<file path="config.mk">
export PLATFORM = sky130hd
export DESIGN_NAME = md5_message_digest_core
export DESIGN_NICKNAME = d
export VERILOG_FILES = /design/src/md5_pkg.sv /design/src/md5_fifo.sv /design/src/md5_engine.sv /design/src/md5_message_digest_core.sv
export SDC_FILE = /design/constraint.sdc
export NUM_CORES = 2
export LEC_CHECK = 0
export BUFFER_PORTS_ARGS = -buffer_cell sky130_fd_sc_hd__clkbuf_2
export CAP_MARGIN = 10
export CORE_ASPECT_RATIO = 1.2
export CORE_MARGIN = 1.5
export CORE_UTILIZATION = 60
export CTS_CLUSTER_DIAMETER = 100
export DETAILED_ROUTE_END_ITERATION = 10
export GPL_TIMING_DRIVEN = 1
export PLACE_DENSITY = 0.83
export SLEW_MARGIN = 20
export SYNTH_ARGS = -nofsm -noshare
export SYNTH_HDL_FRONTEND = slang
export SYNTH_SLANG_ARGS = --single-unit
</file>
<file path="constraint.sdc">
create_clock -name clk -period 19.9 [get_ports clk]
set_input_delay 1.99 -clock clk [delete_from_list [all_inputs] [get_ports clk]]
set_output_delay 1.99 -clock clk [all_outputs]
set_load 0.05 [all_outputs]
</file>
<file path="src/md5_pkg.sv">
// Package: MD5 core item types and round constants.
`timescale 1ns / 1ps
package md5_pkg;

  typedef struct packed {
    logic [7:0] data_byte;
    logic       last_byte;
    logic       no_data;
  } in_item_t;

  typedef struct packed {
    logic [63:0] digest_half;
    logic        half_index;
    logic        digest_last;
  } out_item_t;

  localparam logic [31:0] IV_A = 32'h67452301;
  localparam logic [31:0] IV_B = 32'hefcdab89;
  localparam logic [31:0] IV_C = 32'h98badcfe;
  localparam logic [31:0] IV_D = 32'h10325476;
  localparam logic [7:0]  PAD_BYTE = 8'h80;
  localparam logic [5:0]  LEN_POS = 6'd56;

  // Additive constant for step s
  function automatic logic [31:0] sine_k(input logic [5:0] s);
    logic [31:0] k;
    unique case (s)
      6'd0: k = 32'hd76aa478;  6'd1: k = 32'he8c7b756;  6'd2: k = 32'h242070db;
      6'd3: k = 32'hc1bdceee;  6'd4: k = 32'hf57c0faf;  6'd5: k = 32'h4787c62a;
      6'd6: k = 32'ha8304613;  6'd7: k = 32'hfd469501;  6'd8: k = 32'h698098d8;
      6'd9: k = 32'h8b44f7af;  6'd10: k = 32'hffff5bb1; 6'd11: k = 32'h895cd7be;
      6'd12: k = 32'h6b901122; 6'd13: k = 32'hfd987193; 6'd14: k = 32'ha679438e;
      6'd15: k = 32'h49b40821; 6'd16: k = 32'hf61e2562; 6'd17: k = 32'hc040b340;
      6'd18: k = 32'h265e5a51; 6'd19: k = 32'he9b6c7aa; 6'd20: k = 32'hd62f105d;
      6'd21: k = 32'h02441453; 6'd22: k = 32'hd8a1e681; 6'd23: k = 32'he7d3fbc8;
      6'd24: k = 32'h21e1cde6; 6'd25: k = 32'hc33707d6; 6'd26: k = 32'hf4d50d87;
      6'd27: k = 32'h455a14ed; 6'd28: k = 32'ha9e3e905; 6'd29: k = 32'hfcefa3f8;
      6'd30: k = 32'h676f02d9; 6'd31: k = 32'h8d2a4c8a; 6'd32: k = 32'hfffa3942;
      6'd33: k = 32'h8771f681; 6'd34: k = 32'h6d9d6122; 6'd35: k = 32'hfde5380c;
      6'd36: k = 32'ha4beea44; 6'd37: k = 32'h4bdecfa9; 6'd38: k = 32'hf6bb4b60;
      6'd39: k = 32'hbebfbc70; 6'd40: k = 32'h289b7ec6; 6'd41: k = 32'heaa127fa;
      6'd42: k = 32'hd4ef3085; 6'd43: k = 32'h04881d05; 6'd44: k = 32'hd9d4d039;
      6'd45: k = 32'he6db99e5; 6'd46: k = 32'h1fa27cf8; 6'd47: k = 32'hc4ac5665;
      6'd48: k = 32'hf4292244; 6'd49: k = 32'h432aff97; 6'd50: k = 32'hab9423a7;
      6'd51: k = 32'hfc93a039; 6'd52: k = 32'h655b59c3; 6'd53: k = 32'h8f0ccc92;
      6'd54: k = 32'hffeff47d; 6'd55: k = 32'h85845dd1; 6'd56: k = 32'h6fa87e4f;
      6'd57: k = 32'hfe2ce6e0; 6'd58: k = 32'ha3014314; 6'd59: k = 32'h4e0811a1;
      6'd60: k = 32'hf7537e82; 6'd61: k = 32'hbd3af235; 6'd62: k = 32'h2ad7d2bb;
      default: k = 32'heb86d391;
    endcase
    return k;
  endfunction

  // Rotate amount for step s
  function automatic logic [4:0] rot_amt(input logic [5:0] s);
    logic [4:0] r;
    unique case ({s[5:4], s[1:0]})
      4'd0: r = 5'd7;   4'd1: r = 5'd12;  4'd2: r = 5'd17;  4'd3: r = 5'd22;
      4'd4: r = 5'd5;   4'd5: r = 5'd9;   4'd6: r = 5'd14;  4'd7: r = 5'd20;
      4'd8: r = 5'd4;   4'd9: r = 5'd11;  4'd10: r = 5'd16; 4'd11: r = 5'd23;
      4'd12: r = 5'd6;  4'd13: r = 5'd10; 4'd14: r = 5'd15; default: r = 5'd21;
    endcase
    return r;
  endfunction

endpackage

</file>
<file path="src/md5_fifo.sv">
// Short queue of input items between the front and the compression engine.
`timescale 1ns / 1ps
module md5_fifo #(
  parameter int Depth = 4
) (
  input  logic             clk,
  input  logic             rst_n,
  input  logic             push,
  input  md5_pkg::in_item_t push_item,
  output logic             full,
  input  logic             pop,
  output logic             empty,
  output md5_pkg::in_item_t pop_item
);
  localparam int AW = (Depth > 1) ? $clog2(Depth) : 1;

  md5_pkg::in_item_t mem_r [Depth];
  logic [AW-1:0] wp_r, rp_r;
  logic [AW:0]   cnt_r;

  assign full     = (cnt_r == (AW+1)'(Depth));
  assign empty    = (cnt_r == '0);
  assign pop_item = mem_r[rp_r];

  // Storage
  always_ff @(posedge clk) begin
    if (push && !full) mem_r[wp_r] <= push_item;
  end

  // Pointers
  always_ff @(posedge clk) begin
    if (!rst_n) begin
      wp_r <= '0; rp_r <= '0; cnt_r <= '0;
    end else begin
      if (push && !full) wp_r <= (wp_r == AW'(Depth-1)) ? '0 : wp_r + 1'b1;
      if (pop && !empty) rp_r <= (rp_r == AW'(Depth-1)) ? '0 : rp_r + 1'b1;
      cnt_r <= cnt_r + (AW+1)'(push && !full) - (AW+1)'(pop && !empty);
    end
  end
endmodule

</file>
<file path="src/md5_engine.sv">
// Back end: block assembly, padding, 64-step compression and digest output.
`timescale 1ns / 1ps
module md5_engine (
  input  logic              clk,
  input  logic              rst_n,
  input  logic              q_empty,
  input  md5_pkg::in_item_t q_item,
  output logic              q_pop,
  output logic              out_valid,
  input  logic              out_stall,
  output md5_pkg::out_item_t out_item
);
  typedef enum logic [2:0] {
    ST_TAKE, ST_COMP, ST_PAD, ST_OUT0, ST_OUT1
  } state_t;

  state_t       state_r;
  logic [31:0]  chain_r [4];
  logic [31:0]  blk_r [16];
  logic [60:0]  cnt_r;
  logic [31:0]  a_r, b_r, c_r, d_r;
  logic [5:0]   step_r;
  logic         fin_r;    // message end pending
  logic         two_r;    // padding needs a second block
  logic         lenb_r;   // block being compressed is the length block
  logic         ov_r;
  logic         hi_r;

  // Step datapath
  logic [31:0] f, t, rot, mw;
  logic [3:0]  g;
  logic [4:0]  sh;
  always_comb begin
    unique case (step_r[5:4])
      2'd0: begin f = (b_r & c_r) | (~b_r & d_r); g = step_r[3:0]; end
      2'd1: begin f = (b_r & d_r) | (c_r & ~d_r); g = 4'(5*step_r[3:0] + 1); end
      2'd2: begin f = b_r ^ c_r ^ d_r;            g = 4'(3*step_r[3:0] + 5); end
      default: begin f = c_r ^ (b_r | ~d_r);     g = 4'(7*step_r[3:0]); end
    endcase
    mw  = blk_r[g];
    t   = a_r + f + mw + md5_pkg::sine_k(step_r);
    sh  = md5_pkg::rot_amt(step_r);
    rot = (t << sh) | (t >> (6'd32 - {1'b0, sh}));
  end

  // Digest halves, earliest byte in the top lane
  function automatic logic [63:0] half(input logic [31:0] w0, input logic [31:0] w1);
    return {w0[7:0], w0[15:8], w0[23:16], w0[31:24],
            w1[7:0], w1[15:8], w1[23:16], w1[31:24]};
  endfunction

  logic [5:0] pos;
  logic [3:0] pw;
  logic [1:0] pl;
  logic [63:0] bits;
  assign pos  = cnt_r[5:0];
  assign pw   = pos[5:2];
  assign pl   = pos[1:0];
  assign bits = {cnt_r, 3'b000};

  assign q_pop     = (state_r == ST_TAKE) && !q_empty;
  assign out_valid = ov_r;
  assign out_item.digest_half = hi_r ? half(chain_r[2], chain_r[3])
                                     : half(chain_r[0], chain_r[1]);
  assign out_item.half_index  = hi_r;
  assign out_item.digest_last = hi_r;

  // Block buffer (no reset)
  always_ff @(posedge clk) begin
    if (state_r == ST_TAKE && !q_empty && !q_item.no_data) begin
      unique case (pl)
        2'd0: blk_r[pw] <= {24'd0, q_item.data_byte};
        2'd1: blk_r[pw][15:8] <= q_item.data_byte;
        2'd2: blk_r[pw][23:16] <= q_item.data_byte;
        default: blk_r[pw][31:24] <= q_item.data_byte;
      endcase
    end else if (state_r == ST_PAD) begin
      // first pass: pad byte, clear following words, place the length if it fits; second pass: zeros and the length
      for (int w = 0; w < 16; w++) begin
        if (two_r) begin
          if (w == 14) blk_r[w] <= bits[31:0];
          else if (w == 15) blk_r[w] <= bits[63:32];
          else blk_r[w] <= '0;
        end else if (4'(w) == pw) begin
          unique case (pl)
            2'd0: blk_r[w] <= {24'd0, md5_pkg::PAD_BYTE};
            2'd1: blk_r[w] <= {16'd0, md5_pkg::PAD_BYTE, blk_r[w][7:0]};
            2'd2: blk_r[w] <= {8'd0, md5_pkg::PAD_BYTE, blk_r[w][15:0]};
            default: blk_r[w] <= {md5_pkg::PAD_BYTE, blk_r[w][23:0]};
          endcase
        end else if (4'(w) > pw) begin
          if (pos < md5_pkg::LEN_POS && w == 14) blk_r[w] <= bits[31:0];
          else if (pos < md5_pkg::LEN_POS && w == 15) blk_r[w] <= bits[63:32];
          else blk_r[w] <= '0;
        end
      end
    end
  end

  // Control and chaining state
  always_ff @(posedge clk) begin
    if (!rst_n) begin
      state_r <= ST_TAKE;
      chain_r[0] <= md5_pkg::IV_A; chain_r[1] <= md5_pkg::IV_B;
      chain_r[2] <= md5_pkg::IV_C; chain_r[3] <= md5_pkg::IV_D;
      cnt_r <= '0; step_r <= '0;
      a_r <= '0; b_r <= '0; c_r <= '0; d_r <= '0;
      fin_r <= 1'b0; two_r <= 1'b0; lenb_r <= 1'b0;
      ov_r <= 1'b0; hi_r <= 1'b0;
    end else begin
      unique case (state_r)
        ST_TAKE: if (!q_empty) begin
          fin_r <= q_item.last_byte;
          two_r <= 1'b0;
          lenb_r <= 1'b0;
          a_r <= chain_r[0]; b_r <= chain_r[1];
          c_r <= chain_r[2]; d_r <= chain_r[3];
          step_r <= '0;
          if (!q_item.no_data) begin
            cnt_r <= cnt_r + 61'd1;
            if (pos == 6'd63) state_r <= ST_COMP;
            else if (q_item.last_byte) state_r <= ST_PAD;
          end else if (q_item.last_byte) begin
            state_r <= ST_PAD;
          end
        end
        ST_COMP: begin
          a_r <= d_r; d_r <= c_r; c_r <= b_r; b_r <= b_r + rot;
          step_r <= step_r + 6'd1;
          if (step_r == 6'd63) begin
            chain_r[0] <= chain_r[0] + d_r;
            chain_r[1] <= chain_r[1] + b_r + rot;
            chain_r[2] <= chain_r[2] + b_r;
            chain_r[3] <= chain_r[3] + c_r;
            if (lenb_r) begin
              state_r <= ST_OUT0; ov_r <= 1'b1; hi_r <= 1'b0;
            end else if (fin_r) state_r <= ST_PAD;
            else state_r <= ST_TAKE;
          end
        end
        ST_PAD: begin
          a_r <= chain_r[0]; b_r <= chain_r[1];
          c_r <= chain_r[2]; d_r <= chain_r[3];
          step_r <= '0;
          state_r <= ST_COMP;
          if (two_r || pos < md5_pkg::LEN_POS) lenb_r <= 1'b1;
          else two_r <= 1'b1;
        end
        ST_OUT0: if (!out_stall) begin
          hi_r <= 1'b1; state_r <= ST_OUT1;
        end
        default: if (!out_stall) begin
          ov_r <= 1'b0; hi_r <= 1'b0; state_r <= ST_TAKE;
          chain_r[0] <= md5_pkg::IV_A; chain_r[1] <= md5_pkg::IV_B;
          chain_r[2] <= md5_pkg::IV_C; chain_r[3] <= md5_pkg::IV_D;
          cnt_r <= '0; fin_r <= 1'b0;
        end
      endcase
    end
  end
endmodule

</file>
<file path="src/md5_message_digest_core.sv">
// Top level of the MD5 core: input queue and compression back end.
`timescale 1ns / 1ps
// MD5 message digest core.
// Input channel (in_valid / in_stall / in_item): one message byte per item;
// last_byte ends a message, no_data marks an item without a byte (with
// last_byte it finishes an empty message; alone it does nothing).
// Output channel (out_valid / out_stall / out_item): two items per message,
// digest bytes 0..7 then 8..15, the second flagged by digest_last.
// Timing: the back end stores a byte item as it takes it; a byte that ends
// a 64-byte block starts the 64 MD5 steps, one MD5 step per cycle on a
// single round unit. A message end costs one or two padding passes (a pad
// step and the 64 steps each), then two output items. A small input queue
// keeps taking items while the back end compresses, until it fills.
// Reset: chaining words return to the initial vector and the byte count to
// zero. A stalled result holds its value; the back end waits on it and the
// queue then fills and stalls the sender.
module md5_message_digest_core #(
  parameter int QueueDepth = 4
) (
  input  logic               clk,
  input  logic               rst_n,
  input  logic               in_valid,
  output logic               in_stall,
  input  md5_pkg::in_item_t  in_item,
  output logic               out_valid,
  input  logic               out_stall,
  output md5_pkg::out_item_t out_item
);
  logic q_full, q_empty, q_pop;
  md5_pkg::in_item_t q_item;

  assign in_stall = q_full;

  md5_fifo #(.Depth(QueueDepth)) u_fifo (
    .clk, .rst_n,
    .push(in_valid), .push_item(in_item), .full(q_full),
    .pop(q_pop), .empty(q_empty), .pop_item(q_item)
  );

  md5_engine u_engine (
    .clk, .rst_n,
    .q_empty, .q_item, .q_pop,
    .out_valid, .out_stall, .out_item
  );
endmodule
</file>
==> impl_metrics.env <==
export IMPL_run_status="finished clean"
export IMPL_worstRegToRegCells=37
export IMPL_timing_critical_path_to_type="register"
export IMPL_netlist_instances=6964
export IMPL_tritoncts="done"
export IMPL_cts_repair_resized=0
export IMPL_fp_coreArea_um2=97300
export IMPL_drcViolationCount=0
export IMPL_yosysWarningCount=0
export IMPL_cts_repair_timing_setup_buffer_count=0
export IMPL_synth_top_flop_cell="dfxtp_1"
export IMPL_die_area_um2=100000
export IMPL_count_of_different_cell_masters_after_synthesis=110
export IMPL_synthToLayoutAreaGrowth_pct=7.65
export IMPL_grt_max_degree=103
export IMPL_regToRegEndpoint="u_engine.chain_r[1][25]$_SDFFCE_PP1P_"
export IMPL_period_minus_slack_ns=12.86
export IMPL_timing_reg2reg_setup_slack_ns=7.04
export IMPL_fillCellCount=7843
export IMPL_die_height_um=347
export IMPL_grt_first_pass_wirelength_um=338000
export IMPL_critical_path_reg2reg_startpoint="u_engine.step_r[5]$_SDFFE_PN0N_"
export IMPL_first_global_vias=54400
export IMPL_worstPathRequired_ns=20.30
export IMPL_cts_inserted_buffers=95
export IMPL_cts_sinks=929
export IMPL_detail_route_iter0_violations=7483
export IMPL_final_nets=7147
export IMPL_synth_top_area_share_pct=24.0
export IMPL_grt_total_usage_pct=44.7
export IMPL_tns_ns=0
export IMPL_max_cap_violations=0
export IMPL_grt_overflow=0
export IMPL_synth_cell_area_um2=59100
export IMPL_post_drt_wl_per_cell_um=28.0
export IMPL_yosys_top_cells_count="1330 x nand2_1, 708 x dfxtp_1, 594 x o21ai_0, 538 x a21oi_1, 508 x nor2_1"
export IMPL_clk_latency_worst_skew_pair_ns=0.73
export IMPL_worstSetupStartpointType="register"
export IMPL_antenna_left=0
export IMPL_crit_fanout=58
export IMPL_routed_wirelength_um=228000
export IMPL_synth_top_cells_by_area="dfxtp_1 24%, edfxtp_1 11%, nand2_1 8.4%, mux4_2 6.2%, o21ai_0 5.0%"
export IMPL_timing_critical_path_arrival_ns=13.26
export IMPL_worst_path_largest_cell_delay_ns=1.02
export IMPL_multiInputGateArea_um2=35900
export IMPL_via_count=56700
export IMPL_finalCritPeriodShare_pct=64.6
export IMPL_final_hold_viol_count=0
export IMPL_worst_slew_pin_slew_ns=1.32
export IMPL_top_count_cell_post_synth="nand2_1"
export IMPL_critical_path_slowest_cell="o221ai_1"
export IMPL_clock_tree_root_cell="clkbuf_16"
export IMPL_maxSlewHeadroom_pct=11.8
export IMPL_finalSetupViolations=0
export IMPL_critical_path_top_cell_by_count="a21oi_1"
export IMPL_max_freq_ghz=0.0778
export IMPL_yosysTopAreaCell="dfxtp_1"
export IMPL_ff_latch_area_um2=20800
export IMPL_total_nets_after_synthesis=7301
export IMPL_postCtsHoldBufs=0
export IMPL_path_clk_slew_ns=0.06
export IMPL_htree_levels=3
export IMPL_synth_async_sr_flop_share_pct=0
export IMPL_final_max_slew_viol_count=0
export IMPL_avgSynthCellArea_um2=8.48
export IMPL_globalplace_congestion=1.06
export IMPL_clock_path_buffers=3
export IMPL_detailed_place_hpwl_um=163000
export IMPL_route_detailed_vias_per_inst=6.94
export IMPL_rsz0062_at_grt="false"
export IMPL_buffer_ports_inserted=81
export IMPL_drtPass1Iterations=8
export IMPL_worstSetupStartpoint="u_engine.step_r[5]$_SDFFE_PN0N_"
export IMPL_die_width_um=289
export IMPL_setup_worst_path_end="u_engine.chain_r[1][25]$_SDFFCE_PP1P_"
export IMPL_synth_sequential_area_ratio_pct=35.2
export IMPL_io_pins=82
export IMPL_count_of_flip_flops_with_a_built_in_enable_after_synthesis=221
export IMPL_hold_path_class="register to register"
export IMPL_grt_antenna_before_repair=7
export IMPL_initial_core_util_pct=60.7
export IMPL_synth_seq_cells=929
export IMPL_clock_skew_ns=0.0458
export IMPL_timing_worst_setup_path_type="register to register"
export IMPL_row_count=125
export IMPL_final_layout_size_suffix_gt1_share_pct=9.65
[how the worst min path moves through the flow]
stage / startpoint / end / slack [ns] / depth (start not counted)
final: u_engine.blk_r[12][19]$_SDFFE_PP0P_ / u_engine.blk_r[12][19]$_SDFFE_PP0P_ / 0.45 / 2
after global routing: u_engine.blk_r[1][5]$_SDFFE_PP0P_ / u_engine.blk_r[1][5]$_SDFFE_PP0P_ / 0.47 / 2
after CTS: u_engine.blk_r[5][13]$_SDFFE_PP0P_ / u_engine.blk_r[5][13]$_SDFFE_PP0P_ / 0.45 / 2
after detailed placement: u_engine.blk_r[5][13]$_SDFFE_PP0P_ / u_engine.blk_r[5][13]$_SDFFE_PP0P_ / 0.44 / 2
after global placement: u_engine.blk_r[8][24]$_SDFFE_PP0P_ / u_engine.blk_r[8][24]$_SDFFE_PP0P_ / 0.43 / 2
after floorplan: u_engine.blk_r[0][14]$_SDFFE_PP0P_ / u_engine.blk_r[0][14]$_SDFFE_PP0P_ / 0.42 / 2
[metal layers]
| metal | vias to the layer above | GRT usage (%) | wire length (um) |
|---|---|---|---|
| met5 | - | 0 | 49 |
| li1 | 24600 | - | - |
| met1 | 26900 | 50.3 | 76000 |
| met4 | 8 | 39.7 | 24400 |
| met3 | 1248 | 12.7 | 27100 |
| met2 | 3909 | 68.6 | 101000 |
[area by class of cell]
type,count,area share [%]
repair buffers,187,1.91
well taps,1270,2.50
diodes,5,0.0197
inverters,215,1.27
clock buffers,132,4.41
flip-flops and latches,929,32.7
clock inverters,47,0.667
multi-input cells,5382,56.5
[layout by cell type, fill, tap and decap left out, drive strengths merged, types with 64 or more instances in the layout]
cell       n
o211a     98
mux2      64
nor2b     67
a22oi     73
nand2   1331
a21o      91
o21ai    627
mux4     163
a21oi    544
clkbuf   214
nand3    184
a31oi     99
buf      105
o211ai    94
edfxtp   221
dfxtp    708
and3      79
xnor2    196
nor2     511
fa       101
xor2      93
a211oi    98
and2      66
inv      219
ha       222
[worst max-delay path: cells and delay by family (launching register included)]
family | cells | cell delay, ns
AOI/OAI and AO/OA | 21 | 6.12
adders and majority gates | 5 | 2.34
and+or+nand+nor | 6 | 1.22
buffers and inverters | 2 | 1.16
DFF | 1 | 0.76
xor gates and xnor gates | 2 | 0.50
muxes | 1 | 0.36
[sequential cells by signal, indices dropped and copies added (netlist names), 2 cells and up, named ones only]
name / cells
u_engine.blk_r: 512
u_engine.chain_r: 128
u_engine.cnt_r: 61
u_fifo.mem_r: 40
u_engine.a_r: 32
u_engine.b_r: 32
u_engine.c_r: 32
u_engine.d_r: 32
u_engine.step_r: 6
u_engine.sh: 5
u_engine.state_r: 3
u_fifo.cnt_r: 3
u_fifo.rp_r: 2
u_fifo.wp_r: 2
[kinds of logic (layout without fill, tap and decap cells)]
kind of cell             after synthesis  count (layout)  share of synthesized area, %
buffers and inverters                653             581                          4.27
XOR/XNOR                             292             292                          4.44
AND/OR/NAND/NOR                     2454            2454                          17.9
AO/OA/AOI/OAI                       2034            2034                          21.8
multiplexers                         279             279                          8.31
other                                  0               5                             0
adder cells (fa/ha/maj)              323             323                          8.12
flip-flops                           929             929                          35.2
[stage by stage]
step	hold WS, ns	area, um2	utilization, %	worst slack (ns)	cells
5_1_grt	0.466	63600	65.4	6.58	8163
4_1_cts	0.451	63600	65.4	7.64	8160
6_report	0.453	63600	65.4	7.04	8167
3_3_place_gp	0.428	60300	62.0	7.84	7981
3_5_place_dp	0.438	60300	62.0	7.73	7981
2_1_floorplan	0.420	59100	-	9.44	6964
Power is not shown: default switching activity piles up to over one toggle a cycle in this logic, so the estimate is an artifact.
